`config.mk`:
```
export PLATFORM = sky130hd
export DESIGN_NAME = button_binding_autorepeat_table
export DESIGN_NICKNAME = d
export VERILOG_FILES = /design/src/hdl/bbat_pkg.sv /design/src/hdl/button_binding_autorepeat_table.sv
export SDC_FILE = /design/constraint.sdc
export NUM_CORES = 1
export LEC_CHECK = 0
export ABC_AREA = 1
export BUFFER_PORTS_ARGS = -buffer_cell sky130_fd_sc_hd__buf_2
export CORE_MARGIN = 1.5
export CORE_UTILIZATION = 63
export DETAILED_ROUTE_END_ITERATION = 6
export PLACE_DENSITY_LB_ADDON = 0.25
export REMOVE_ABC_BUFFERS = 1
export SKIP_CTS_REPAIR_TIMING = 1
export SYNTH_ARGS = -nofsm -noshare
export SYNTH_HDL_FRONTEND = slang
export SYNTH_SLANG_ARGS = --single-unit
```
`constraint.sdc`:
```
create_clock -name clk -period 9.6 [get_ports clk]
set_input_delay 1.44 -clock clk [delete_from_list [all_inputs] [get_ports clk]]
set_output_delay 1.44 -clock clk [all_outputs]
set_load 0.05 [all_outputs]
```
`src/hdl/bbat_pkg.sv`:
```
// Package for the button binding autorepeat table.
// Request codes, event codes, directional button codes, FSM state type.
`default_nettype none
package bbat_pkg;

    localparam int TableEntriesDefault = 16;
    localparam logic [15:0] DelayReset    = 16'd500;
    localparam logic [15:0] IntervalReset = 16'd100;

    localparam logic [2:0] REQ_DECIDE   = 3'd0;
    localparam logic [2:0] REQ_BIND     = 3'd1;
    localparam logic [2:0] REQ_UNBIND   = 3'd2;
    localparam logic [2:0] REQ_CLEAR    = 3'd3;
    localparam logic [2:0] REQ_RESET    = 3'd4;
    localparam logic [2:0] REQ_HASMAP   = 3'd5;

    localparam logic [1:0] EV_NONE     = 2'd0;
    localparam logic [1:0] EV_PRESSED  = 2'd1;
    localparam logic [1:0] EV_RELEASED = 2'd2;
    localparam logic [1:0] EV_REPEAT   = 2'd3;

    localparam logic [0:0] CFG_DELAY    = 1'b0;
    localparam logic [0:0] CFG_INTERVAL = 1'b1;

    localparam logic [31:0] DIR_UP    = 32'h0001_0001;
    localparam logic [31:0] DIR_DOWN  = 32'h0001_0002;
    localparam logic [31:0] DIR_LEFT  = 32'h0001_0004;
    localparam logic [31:0] DIR_RIGHT = 32'h0001_0008;

    typedef enum logic [2:0] {
        ST_IDLE,
        ST_SCAN,
        ST_ACT,
        ST_CATCH,
        ST_DONE
    } state_t;

    function automatic logic is_dir(input logic [31:0] code);
        return code == DIR_UP || code == DIR_DOWN || code == DIR_LEFT || code == DIR_RIGHT;
    endfunction

endpackage
`default_nettype wire

```
`src/hdl/button_binding_autorepeat_table.sv`:
```
// Button binding table with key autorepeat decisions.
// Entry keys and next-repeat times live in one synchronous memory; uses bbat_pkg.
//
//  channel   signals                                          direction
//  request   start, req_type, view_id, button, ... (busy is out)  in
//  result    done, ok, mapped, event_res, entry_index         out
//  config    cfg_we, cfg_index, cfg_data                      in
//
// Each request scans every entry, one memory read a cycle, then acts on the
// entry found; a repeat adds catch-up steps. busy drops the cycle after
// done, and no new word is accepted while busy.
// Catch-up steps add the interval until it passes the held time.
// Reset clears valid and pressed flags (flip-flops); memory is left as is.
// Result is valid in the cycle of done; the receiver cannot stall.
`default_nettype none
module button_binding_autorepeat_table
    import bbat_pkg::*;
#(
    parameter int TABLE_ENTRIES = TableEntriesDefault
) (
    input  wire logic        clk,
    input  wire logic        rst_n,
    input  wire logic        start,
    output logic             busy,
    input  wire logic [2:0]  req_type,
    input  wire logic [15:0] view_id,
    input  wire logic [31:0] button,
    input  wire logic        just_pressed,
    input  wire logic        is_released,
    input  wire logic [15:0] held_ticks,
    input  wire logic        cfg_we,
    input  wire logic [0:0]  cfg_index,
    input  wire logic [15:0] cfg_data,
    output logic             done,
    output logic             ok,
    output logic             mapped,
    output logic [1:0]       event_res,
    output logic [3:0]       entry_index
);

    localparam int AW = (TABLE_ENTRIES > 1) ? $clog2(TABLE_ENTRIES) : 1;
    localparam int CW = $clog2(TABLE_ENTRIES + 1);

    // memory word: view, button, next_repeat
    logic [64:0] mem [TABLE_ENTRIES];
    logic [64:0] rd_reg;

    logic [TABLE_ENTRIES-1:0] valid_reg, valid_next;
    logic [TABLE_ENTRIES-1:0] press_reg, press_next;

    logic [15:0] delay_reg, interval_reg;

    state_t state_reg, state_next;
    logic [CW-1:0] cnt_reg, cnt_next;
    logic [AW-1:0] rd_addr;
    logic [AW-1:0] rd_idx_reg;        // address of word in rd_reg
    logic          rd_live_reg;

    logic [2:0]  q_req_reg;
    logic [15:0] q_view_reg;
    logic [31:0] q_btn_reg;
    logic        q_jp_reg, q_rel_reg;
    logic [15:0] q_held_reg;

    logic          hit_reg, hit_next, free_reg, free_next, any_reg, any_next;
    logic [AW-1:0] hit_idx_reg, hit_idx_next, free_idx_reg, free_idx_next;
    logic [16:0]   nr_reg, nr_next;   // next-repeat of hit entry, then catch-up value

    logic          we;
    logic [AW-1:0] wa;
    logic [64:0]   wd;

    logic        r_ok_reg, r_ok_next, r_map_reg, r_map_next;
    logic [1:0]  r_ev_reg, r_ev_next;
    logic [3:0]  r_idx_reg, r_idx_next;

    logic        match, view_match;
    logic [15:0] iv;

    assign iv = (interval_reg == 16'd0) ? 16'd1 : interval_reg;
    assign view_match = valid_reg[rd_idx_reg] && rd_reg[64:49] == q_view_reg;
    assign match = view_match && rd_reg[48:17] == q_btn_reg;
    assign rd_addr = cnt_reg[AW-1:0];

    always_ff @(posedge clk or negedge rst_n)
    begin
        if (!rst_n)
        begin
            delay_reg    <= DelayReset;
            interval_reg <= IntervalReset;
        end
        else if (cfg_we)
        begin
            case (cfg_index)
                CFG_DELAY:    delay_reg <= cfg_data;
                CFG_INTERVAL: interval_reg <= cfg_data;
                default:      ;
            endcase
        end
    end

    always_ff @(posedge clk)
    begin
        if (we)
            mem[wa] <= wd;
        rd_reg <= mem[rd_addr];
        rd_idx_reg <= rd_addr;
    end

    always_ff @(posedge clk or negedge rst_n)
    begin
        if (!rst_n)
        begin
            state_reg   <= ST_IDLE;
            valid_reg   <= '0;
            press_reg   <= '0;
            cnt_reg     <= '0;
            rd_live_reg <= 1'b0;
            done        <= 1'b0;
        end
        else
        begin
            state_reg   <= state_next;
            valid_reg   <= valid_next;
            press_reg   <= press_next;
            cnt_reg     <= cnt_next;
            rd_live_reg <= state_reg == ST_SCAN && cnt_reg < CW'(TABLE_ENTRIES);
            done        <= state_next == ST_DONE;
        end
    end

    always_ff @(posedge clk)
    begin
        if (state_reg == ST_IDLE && start)
        begin
            q_req_reg  <= req_type;
            q_view_reg <= view_id;
            q_btn_reg  <= button;
            q_jp_reg   <= just_pressed;
            q_rel_reg  <= is_released;
            q_held_reg <= held_ticks;
        end
        hit_reg      <= hit_next;
        hit_idx_reg  <= hit_idx_next;
        free_reg     <= free_next;
        free_idx_reg <= free_idx_next;
        any_reg      <= any_next;
        nr_reg       <= nr_next;
        r_ok_reg     <= r_ok_next;
        r_map_reg    <= r_map_next;
        r_ev_reg     <= r_ev_next;
        r_idx_reg    <= r_idx_next;
    end

    // next state
    always_comb
    begin
        state_next = state_reg;
        case (state_reg)
            ST_IDLE:  if (start) state_next = ST_SCAN;
            ST_SCAN:  if (cnt_reg == CW'(TABLE_ENTRIES) && !rd_live_reg) state_next = ST_ACT;
            ST_ACT:
                if (q_req_reg == REQ_DECIDE && hit_reg && !(q_rel_reg && press_reg[hit_idx_reg])
                    && !(q_jp_reg && !press_reg[hit_idx_reg]) && press_reg[hit_idx_reg]
                    && is_dir(q_btn_reg) && {1'b0, q_held_reg} >= nr_reg)
                    state_next = ST_CATCH;
                else
                    state_next = ST_DONE;
            ST_CATCH: if (nr_reg + {1'b0, iv} > {1'b0, q_held_reg}) state_next = ST_DONE;
            ST_DONE:  state_next = ST_IDLE;
            default:  state_next = ST_IDLE;
        endcase
    end

    // datapath and outputs
    always_comb
    begin
        cnt_next      = cnt_reg;
        valid_next    = valid_reg;
        press_next    = press_reg;
        hit_next      = hit_reg;
        hit_idx_next  = hit_idx_reg;
        free_next     = free_reg;
        free_idx_next = free_idx_reg;
        any_next      = any_reg;
        nr_next       = nr_reg;
        r_ok_next     = r_ok_reg;
        r_map_next    = r_map_reg;
        r_ev_next     = r_ev_reg;
        r_idx_next    = r_idx_reg;
        we = 1'b0;
        wa = hit_idx_reg;
        wd = {q_view_reg, q_btn_reg, nr_reg};
        case (state_reg)
            ST_IDLE:
            begin
                cnt_next = '0;
                hit_next = 1'b0;
                free_next = 1'b0;
                any_next = 1'b0;
                r_ok_next = 1'b0;
                r_map_next = 1'b0;
                r_ev_next = EV_NONE;
                r_idx_next = '0;
            end
            ST_SCAN:
            begin
                if (cnt_reg < CW'(TABLE_ENTRIES))
                    cnt_next = cnt_reg + 1'b1;
                if (rd_live_reg)
                begin
                    if (view_match)
                    begin
                        any_next = 1'b1;
                        if (q_req_reg == REQ_CLEAR)
                        begin
                            valid_next[rd_idx_reg] = 1'b0;
                            press_next[rd_idx_reg] = 1'b0;
                        end
                        if (q_req_reg == REQ_RESET)
                            press_next[rd_idx_reg] = 1'b0;
                    end
                    if (match && !hit_reg)
                    begin
                        hit_next = 1'b1;
                        hit_idx_next = rd_idx_reg;
                        nr_next = rd_reg[16:0];
                    end
                    if (!valid_reg[rd_idx_reg] && !free_reg)
                    begin
                        free_next = 1'b1;
                        free_idx_next = rd_idx_reg;
                    end
                end
            end
            ST_ACT:
            begin
                case (q_req_reg)
                    REQ_DECIDE:
                        if (hit_reg)
                        begin
                            r_map_next = 1'b1;
                            r_idx_next = 4'(hit_idx_reg);
                            if (q_rel_reg && press_reg[hit_idx_reg])
                            begin
                                press_next[hit_idx_reg] = 1'b0;
                                r_ev_next = EV_RELEASED;
                            end
                            else if (q_jp_reg && !q_rel_reg && !press_reg[hit_idx_reg])
                            begin
                                press_next[hit_idx_reg] = 1'b1;
                                we = 1'b1;
                                wd = {q_view_reg, q_btn_reg, 1'b0, delay_reg};
                                r_ev_next = EV_PRESSED;
                            end
                            else if (state_next == ST_CATCH)
                            begin
                                r_ev_next = EV_REPEAT;
                            end
                        end
                    REQ_BIND:
                        if (q_view_reg != 16'd0 && (hit_reg || free_reg))
                        begin
                            wa = hit_reg ? hit_idx_reg : free_idx_reg;
                            we = 1'b1;
                            wd = {q_view_reg, q_btn_reg, 17'd0};
                            valid_next[wa] = 1'b1;
                            press_next[wa] = 1'b0;
                            r_ok_next = 1'b1;
                            r_idx_next = 4'(wa);
                        end
                    REQ_UNBIND:
                        if (hit_reg)
                        begin
                            valid_next[hit_idx_reg] = 1'b0;
                            press_next[hit_idx_reg] = 1'b0;
                            r_ok_next = 1'b1;
                            r_idx_next = 4'(hit_idx_reg);
                        end
                    REQ_HASMAP: r_ok_next = any_reg;
                    default: ;
                endcase
            end
            ST_CATCH:
            begin
                nr_next = nr_reg + {1'b0, iv};
                if (state_next == ST_DONE)
                begin
                    we = 1'b1;
                    wd = {q_view_reg, q_btn_reg, nr_next};
                end
            end
            default: ;
        endcase
    end

    assign busy        = state_reg != ST_IDLE;
    assign ok          = r_ok_reg;
    assign mapped      = r_map_reg;
    assign event_res   = r_ev_reg;
    assign entry_index = r_idx_reg;

    a_done_one: assert property (@(posedge clk) disable iff (!rst_n) done |=> !done)
        else $error("done held two cycles");
    a_press_valid: assert property (@(posedge clk) disable iff (!rst_n)
        (press_reg & ~valid_reg) == '0)
        else $error("pressed flag on invalid entry");
    a_map_decide: assert property (@(posedge clk) disable iff (!rst_n)
        done && mapped |-> !ok)
        else $error("mapped and ok together");

endmodule
`default_nettype wire

```
# After elaboration in Yosys (flattened, before gate mapping)
# Memories as Yosys holds them, arrays and structs flattened. A register that Yosys moved wholly into a read port is not among the register bits.
# Index checks and enable logic that the tools add are counted.
totals:
  in_bits: 90
  out_inout_bits: 10
  register_bits: 183
  n_memories: 1
  ramBits: 1040
  elab_cells: 229
classes:
  n_eq_ne: 35
  mux: 87
  bitwise: 12
  magnitude_cmp: 9
  n_reduce_logical: 58
  n_addsub: 2
memory_table:
  columns: ["name", "depth", "word_bits", "rd", "rd_clocked_by_memory_dff", "wr", "line_no", "source"]
  rows:
  - ["mem", 16, 65, 1, 1, 1, "button_binding_autorepeat_table.sv:45", "logic [64:0] mem [TABLE_ENTRIES];"]
op_table:
  columns: ["cell", "n"]
  rows:
  - ["16-bit two-way mux", 18]
  - ["32-bit by 17-bit equality test with 1-bit output, second input constant", 4]
  - ["17-bit two-way mux", 7]
  - ["17-bit one-hot mux with 2 select lines", 3]
  - ["16-bit AND", 6]
  - ["16-bit one-hot mux with 2 select lines", 3]
  - ["16-bit NOT", 3]
  - ["16-bit one-hot mux with 3 select lines", 1]
  - ["32-bit equality test", 1]
  - ["16-bit bitwise OR", 2]
  - ["4-bit two-way mux", 6]
  - ["1-bit logical AND", 21]
  - ["1-bit two-way mux", 21]
  - ["3-bit AND reduction", 7]
  - ["17-bit by 16-bit adder with 17-bit output", 1]
  - ["16-bit by 17-bit greater-or-equal comparator with 1-bit output", 1]
  - ["17-bit by 16-bit greater-than comparator with 1-bit output", 1]
  - ["16-bit equality test", 1]
  - ["16-bit logical NOT", 1]
  - ["4-bit one-hot mux with 2 select lines", 2]
  - ["16-bit nonzero test", 1]
  - ["3-bit by 2-bit equality test with 1-bit output, second input constant", 5]
  - ["4-bit by 5-bit < comparator with 1-bit output, second input constant", 3]
  - ["1-bit one-hot mux with 2 select lines", 7]
  - ["other kinds (34)", 77]

# Depth between registers and ports, before layout
# Gate-level depths: netlist of run 1.
logic_depth:
  word_depth: 18
  mapped_depth: 27
  mapped_depth_nobuf: 26

# Worst setup path after synthesis of run 1
# OpenSTA, ideal clock, no wires.
synth_path:
  path_type: "register to register"
  startpoint: "register interval_reg[6]"
  endpoint: "memory mem[14][0] (enable)"
  path_buffers: 1
  slack_ns: 1.162
  path_stages_with_launch: 26
  period_less_slack_ns: 8.438
  t_arrival_ns: 7.870
  required_ns: 9.032
  setup_time_ns: 0.568
  cell_sequence: "dfstp_2 nor4_1 a41o_1 ha_1 fa_1 nand3_1 nand3_1 nand2_1 nand2_1 a31o_2 xor2_1 inv_1 ha_1 inv_1 nor3_1 nand2_1 nand2_1 nand2_1 nand2_1 nand2_1 nand2_1 nand3_1 buf_4 nand2_2 nand2_1 nor3_1"
synth_between:
  elab_chain_len: 11
synth_lines:
  columns: ["item", "line_no", "source"]
  rows:
  - ["start: declaration", "button_binding_autorepeat_table.sv:51", "logic [15:0] delay_reg, interval_reg;"]
  - ["start signal: assignment", "button_binding_autorepeat_table.sv:90", "interval_reg <= IntervalReset;"]
  - ["start signal: assignment", "button_binding_autorepeat_table.sv:96", "CFG_INTERVAL: interval_reg <= cfg_data;"]
  - ["16-bit logical NOT", "button_binding_autorepeat_table.sv:80", "assign iv = (interval_reg == 16'd0) ? 16'd1 : interval_reg;"]
  - ["16-bit two-way mux *", "button_binding_autorepeat_table.sv:80", null]
  - ["17-bit by 16-bit adder with 17-bit output *", "button_binding_autorepeat_table.sv:169", "ST_CATCH: if (nr_reg + {1'b0, iv} > {1'b0, q_held_reg}) state_next = ST_DONE;"]
  - ["17-bit by 16-bit greater-than comparator with 1-bit output *", "button_binding_autorepeat_table.sv:169", null]
  - ["3-bit two-way mux *", "button_binding_autorepeat_table.sv:169", null]
  - ["3-bit one-hot mux with 4 select lines *", "button_binding_autorepeat_table.sv:159", "case (state_reg)"]
  - ["3-bit equality test *", "button_binding_autorepeat_table.sv:287", "if (state_next == ST_DONE)"]
  - ["1-bit two-way mux *", "button_binding_autorepeat_table.sv:287", null]
  - ["1-bit one-hot mux with 2 select lines *", "button_binding_autorepeat_table.sv:194", "case (state_reg)"]
  - ["1-bit two-way mux *", "button_binding_autorepeat_table.sv:104", "if (we)"]
  - ["1-bit two-way mux (implied by the code) *", "button_binding_autorepeat_table.sv:105", "mem[wa] <= wd;"]
  - ["end: declaration", "button_binding_autorepeat_table.sv:45", null]
# Every way passes the cells marked *; elsewhere a longest branch is shown, timed or not.

# Final worst setup path of run 1
layout_path:
  startpoint: "register interval_reg[14]"
  endpoint: "memory mem[0][32] (enable)"
# Same word-level chain as after synthesis.

==> metrics, run 1 <==
Comb pwr share 0.257; Die H between 200 and 300 µm; post-synthesis register bit count 1,288; Setup crit start kind register; number of diodes 0; Multi-input gate area between 10,000 and 15,000 µm²; Critical Path RT 9.96 ns; Max VDD drop around 0.33 mV; drt pass-1 iters 5; Initial Util 0.6357; P_sw between 5000 and 6000 µW; Period minus WS final between 6 and 7 ns; number of CTS-inserted buffers 130; vias in the first global route 34,770; dominant synthesized flop cell edfxtp_1; # IOs 100; Lkg Pwr just over 0.02 µW; Syn-to-layout area delta 10.55%; Fillers 5,594; Power Density 268.4 nW/µm²; Slew Viols, Final 0; worst slack, placed ~3.4 ns; max reg flops around 1,000; clock share of power 0.311; Hold Crit Start cnt_reg[3]$_DFFE_PN0P_; Int Pwr 10,370 µW; Final Skew 0.03408 ns; largest net degree at the start of global routing 193; Post-Syn Area 53,030 µm²; core area 83,420 µm²; Slew @ Worst Pin 1.235 ns; Synth Area in Adders 0.01217; worst-skew pair later-pin latency 0.75 ns; Post-Synth Simple-Gate Area 0.1175; Final Cycle Share 0.6544; Max-slew headroom 0.1769; Sequential Power Share 0.433; hold path depth 0; Hold Worst Slack 0.4458 ns; EDFF count, synth 1,145; Mean Syn Cell Area 11.80 µm²; post-synth cell types 50; maximum clock insertion buffer count 3; Total GRT Usage 0.3081; most common cell after layout, fill and taps aside edfxtp_1; clock-pin slew on the worst setup and hold paths 0.06 ns; unrepaired setup endpoints after global routing false; Routed WL per cell 23.09 µm; I/O Buffers 99; total wire length 131.9 mm; Hold Path End rd_idx_reg[3]$_DFF_P_; class of the worst hold path register to register; Syn Inst Count 4,495; number of DRC markers in iteration 0 3,887; Final Setup Violations 0; worst setup margin between 3 and 4 ns; ANT nets after route 0; Critical Path End Type register; reg2reg end mem[0][32]$_DFFE_PP_; Worst R2R Path Depth 27; MaxCap Viol Count 0; commonest non-fill, non-tap cells in the layout 1,145 x edfxtp_1, 643 x nor2_1, 625 x o21ai_0; proportion of synthesized area in mux cells 0; Die Wd 293.1 µm; initial antenna violation count 2; Async S/R FF share, synth 0.05745; DRC 0; yosys warns 0; Synth Area in Compound Gates 0.1186; CTS tree done; critical-path maximum fanout 41; register area share after synthesis 0.7095; WS Path Type register to register; fmax 159.2 MHz; Die ar. approximately 86,000 µm²; vias post-DR between 30,000 and 40,000; RD Place Congestion 0.9035; Core Rows around 110; Post-Synth XOR/XNOR Area 0.007102; WP data arrival 6.64 ns; Net Sw Frac 0.3411; FF-to-FF setup slack 3.32 ns; clock sink count 1,288; final core utilization 0.7028; first-pass GRT wire length roughly 200 mm; final hold violation count 0; Sequential cell area 37,640 µm²; CTS H-tree lvls 4; Post-DP HPWL 74.71 mm; status complete, no violations; # nets final 4,665; root buffer cell clkbuf_16; GRT overflow 0; share of post-route cells with drive strength above 1 0.08828; largest family of logic cells by synthesized area compound AO/OA/AOI/OAI gates; setup_tns 0 ns; FF-to-FF Start interval_reg[14]$_DFFE_PN0P_; vias per cell 6.273; total power approximately 16,000 µW
-- per-stage QoR --
| step | cells | cell area (µm²) |
|---|---|---|
| CTS | 5713 | 58630 |
| global placement | 5472 | 54490 |
| detailed placement | 5472 | 54490 |
| floorplan | 4225 | 51950 |
| finish | 5713 | 58630 |
| global route | 5713 | 58630 |
-- kinds of logic (layout without fill, tap and decap cells) --
group | Yosys count | in the layout
and+or+nand+nor | 1527 | 1527
DFF | 1288 | 1288
AOI/OAI and AO/OA | 1107 | 1107
buffers and inverters | 479 | 617
adders and majority gates | 51 | 51
xor gates and xnor gates | 43 | 43
-- worst max-delay path: stages (launching register included) --
cell and delay [ns]:
dfrtp_1 0.40, nor4_1 0.58, a41o_1 0.27, ha_1 0.19, nand3_1 0.11, nand2_1 0.11
nand2_1 0.07, nand3_1 0.07, nand2_1 0.07, o21ai_0 0.42, a21oi_1 0.15, xor2_1 0.29
inv_1 0.08, ha_1 0.28, inv_1 0.04, nor3_1 0.16, nand2_1 0.08, nand2_1 0.06
nand2_1 0.06, nand2_1 0.06, nand2_1 0.05, nand2_1 0.07, nand3_1 0.07, buf_4 0.23
nand2_2 0.18, nand3_1 0.27, nor2_4 0.75, buf_4 0.72
-- metal layers --
metal / vias up / part of all wire / track usage / routed length (µm)
met5: - / 0.00020 / 0 / 27
met4: 4 / 0.034 / 0.1235 / 4478
met3: 271 / 0.099 / 0.05469 / 13060
met2: 1966 / 0.47 / 0.4888 / 62080
met1: 17280 / 0.40 / 0.4282 / 52280
li1: 16310 / - / - / -
-- power groups by stage --
stage                     clock [µW]  combinational [µW]  sequential (µW)
after floorplan                    0                2560             7040
after global placement             0                3860             6910
after detailed placement           0                3950             6920
after CTS                       4920                3990             6800
after global routing            5130                4420             6840
final                           4890                4040             6810
-- cells in the mapped netlist (7+ instances only) --
master    number  share of area
a21oi_1      141          0.013
buf_1         16         0.0011
buf_2          7        0.00066
clkbuf_1     238          0.017
dfrtp_1       65          0.031
dfstp_2        9         0.0045
dfxtp_1       69          0.026
edfxtp_1    1145           0.65
ha_1          50          0.012
inv_1        200          0.014
nand2_1      569          0.040
nand3_1      212          0.020
nand4_1       20         0.0024
nor2_1       658          0.047
nor3_1        29         0.0027
nor4_1        22         0.0026
o211ai_1      26         0.0037
o21ai_0      626          0.059
o21ai_1       14         0.0013
o221ai_1     104          0.017
o22ai_1      169          0.020
xnor2_1       23         0.0038
xor2_1        20         0.0033
-- layout make-up --
cell class,instances,area share
Clock buffer,177,0.06074
Clock inverter,64,0.009902
Timing Repair Buffer,167,0.01741
Sequential cell,1288,0.6420
Multi-Input combinational cell,2728,0.2333
Inverter,209,0.01366
Tap cell,1080,0.02305
-- how the worst max path moves through the flow --
stage                                      start                endpoint  depth (start not counted)
floorplan                 cnt_reg[0]$_DFFE_PN0P_  state_reg[0]$_DFF_PN0_                          5
global placement    interval_reg[14]$_DFFE_PN0P_    mem[0][24]$_DFFE_PP_                         27
detailed placement  interval_reg[14]$_DFFE_PN0P_    mem[0][24]$_DFFE_PP_                         27
CTS                 interval_reg[14]$_DFFE_PN0P_    mem[0][32]$_DFFE_PP_                         27
global route        interval_reg[14]$_DFFE_PN0P_    mem[0][19]$_DFFE_PP_                         27
finish              interval_reg[14]$_DFFE_PN0P_    mem[0][32]$_DFFE_PP_                         27
No activity file was read; power rests on OpenSTA's default activity.
==> inputs of run 2 (changes only) <==
--- a/config.mk
+++ b/config.mk
@@ -8,7 +8,7 @@
 export ABC_AREA = 1
 export BUFFER_PORTS_ARGS = -buffer_cell sky130_fd_sc_hd__buf_2
 export CORE_MARGIN = 1.5
-export CORE_UTILIZATION = 63
+export CORE_UTILIZATION = 57
 export DETAILED_ROUTE_END_ITERATION = 6
 export PLACE_DENSITY_LB_ADDON = 0.25
 export REMOVE_ABC_BUFFERS = 1
==> constraint.sdc (replaced) <==
create_clock -name clk -period 5.4 [get_ports clk]
set_input_delay 0.81 -clock clk [delete_from_list [all_inputs] [get_ports clk]]
set_output_delay 0.81 -clock clk [all_outputs]
set_load 0.05 [all_outputs]
==> metrics, run 2 (synthesis results as in run 1) <==
status finished with violations; failing checks negative hold slack; slowest CP cell dfstp_2; Final Setup Violations 0 (unchanged); Post-DP HPWL 79.53 mm (+6.4%); Slew Viols, Final 0 (unchanged); WP data arrival 5.47 ns (-1.17 ns); maximum clock insertion buffer count 3 (unchanged); DRC 0 (unchanged); first-pass GRT wire length 207.7 mm (+3.3%); Final Skew 0.02109 ns (-0.01299 ns); Period minus WS final 5.040 ns (-1.242 ns); fmax 198.4 MHz (+25%); total wire length 136.1 mm (+3.1%); clock sink count 1,288 (unchanged); I/O Buffers 99 (unchanged); CP bufs+invs 3 (-1); placed cell areas 55,320 µm² (+1.5%); Critical Path End Type register; # IOs 100 (unchanged); Final Cycle Share 0.9333 (+0.2790); number of DRC markers in iteration 0 4,647 (+20%); Max-slew headroom 0.1032 (-0.07365); Slew @ Worst Pin 1.335 ns (+0.1002 ns); initial antenna violation count 1 (-1); core area 91,940 µm² (+10%); Syn-to-layout area delta 12.43%; share of post-route cells with drive strength above 1 0.1024 (+0.01409); # nets final 4,710 (+0.96%); GRT overflow 0 (unchanged); max reg flops 1,040 (unchanged); Placed Cells 5,680 (+3.8%); number of diodes 0 (unchanged); critical-path maximum fanout 37 (-9.8%); most common cell after layout, fill and taps aside edfxtp_1; CTS H-tree lvls 4 (unchanged); Worst R2R Path Depth 25 (-7.4%); Setup crit start kind register; drt pass-1 iters 7 (+2); Most Crowded Layer GR met2; vias per cell 6.093 (-2.9%); worst-skew pair later-pin latency 0.77 ns (+0.02 ns); CP most frequent cell nand2_1; non-filler cells, final 5,922 (+3.7%); class of the worst hold path input port to asynchronous set/reset pin; FF-to-FF setup slack 0.36 ns (-2.96 ns); Initial Util 0.5768 (-0.05890); vias post-DR 36,080 (+0.68%); met3 GRT Util 0.03985 (-0.01484); Post-Layout Inst Area 59,630 µm² (+1.7%); M1 GR Usage 0.4078 (-0.02040); Die ar. 94,880 µm² (+10%); CTS tree done; Critical Path RT 5.83 ns (-4.13 ns); total power 28,220 µW (+79%); CP peak stage delay 0.56 ns (-0.19 ns); Crit path max-delay family simple AND/OR/NAND/NOR gates; clock-pin slew on the worst setup and hold paths 0.06 ns (about the same); WS Path Type register to register; Die H 308.0 µm (+5.1%); largest net degree at the start of global routing 201 (+4.1%); ANT nets after route 0 (unchanged); RD Place Congestion 0.9507 (+5.2%); final hold violation count 9 (+9); Lkg Pwr 0.02069 µW (+1.7%); Routed WL per cell 22.98 µm (-0.49%); MaxCap Viol Count 0 (unchanged); number of CTS-inserted buffers 130 (unchanged); Core Rows 111 (+4.7%); unrepaired setup endpoints after global routing true; commonest non-fill, non-tap cells in the layout 1,145 x edfxtp_1, 642 x nor2_1, 625 x o21ai_0; grt met2 use 0.4599 (-0.02891); root buffer cell clkbuf_16; Power Density 473.3 nW/µm² (+76%); vias in the first global route 34,830 (+0.18%); Total GRT Usage 0.2895 (-0.01863); Levels on crit path 25 (-7.4%); Hold Worst Slack -0.008265 ns (-0.4541 ns); Die Wd 308.0 µm (+5.1%); Max VDD drop 0.4008 mV (+23%)
-- run 2: cell types whose count changed in the layout (fill, tap and decap cells not counted), sizes merged --
cell    change
clkinv      -1
buf        +44
clkbuf      +1
bufinv      +2
-- run 2: final cells by class --
cell class / instances / area [µm²]
multi-input combinational: 2728 / 13730
inverter: 209 / 800.8
clock buffer: 177 / 3581
timing repair buffer: 212 / 1675
fill: 6793 / 32310
clock inverter: 65 / 643.1
sequential: 1288 / 37640
tap: 1243 / 1555
-- run 2: path summary, 6_finish.rpt --
| path | endpoint | start |
|---|---|---|
| max in group asynchronous | cnt_reg[0]$_DFFE_PN0P_ | rst_n |
| worst min-delay path | interval_reg[7]$_DFFE_PN0P_ | rst_n |
| worst max register to register | mem[15][23]$_DFFE_PP_ | interval_reg[5]$_DFFE_PN1P_ |
| worst max-delay path | mem[15][23]$_DFFE_PP_ | interval_reg[5]$_DFFE_PN1P_ |
| worst min register to register | rd_idx_reg[3]$_DFF_P_ | cnt_reg[3]$_DFFE_PN0P_ |
| min in group clk | q_btn_reg[13]$_DFFE_PP_ | button[13] |
-- run 2: report_power, final --
part	switching [µW]	internal (µW)	total, µW
Clock	3850	5010	8860
Sequential	482	11500	12000
Combinational	5280	2120	7400
-- run 2: per-layer routing --
layer / vias to the layer above / routed length [µm]
met5: - / 13
met3: 294 / 11750
met4: 2 / 4708
li1: 16430 / -
met2: 1851 / 64190
met1: 17500 / 55430
-- run 2: through the flow --
stage	utilization	setup TNS [ns]	setup slack [ns]
6_report	0.6485	0	0.3600
5_1_grt	0.6485	-2.042	-0.04383
4_1_cts	0.6476	0	0.1873
3_5_place_dp	0.6017	0	0.2290
3_3_place_gp	0.6017	0	0.2109
2_1_floorplan	-	-2831.09	-12.50
-- run 2: worst register-to-register path, stage by stage, from the launching register on --
cell     delay, ns
dfstp_2       0.56
nor4_2        0.06
a41o_1        0.21
ha_1          0.21
fa_1          0.43
nand3_1       0.10
nand3_1       0.14
nand2_1       0.10
nand2_1       0.15
a31o_2        0.25
xor2_1        0.23
inv_1         0.07
ha_1          0.29
inv_1         0.05
nor3_1        0.18
nand2_1       0.07
nand2_1       0.06
nand2_1       0.05
nand2_1       0.05
nand2_1       0.04
nand2_1       0.07
nand3_1       0.16
nand2_2       0.23
nand2_1       0.22
nor3_2        0.36
buf_12        0.31
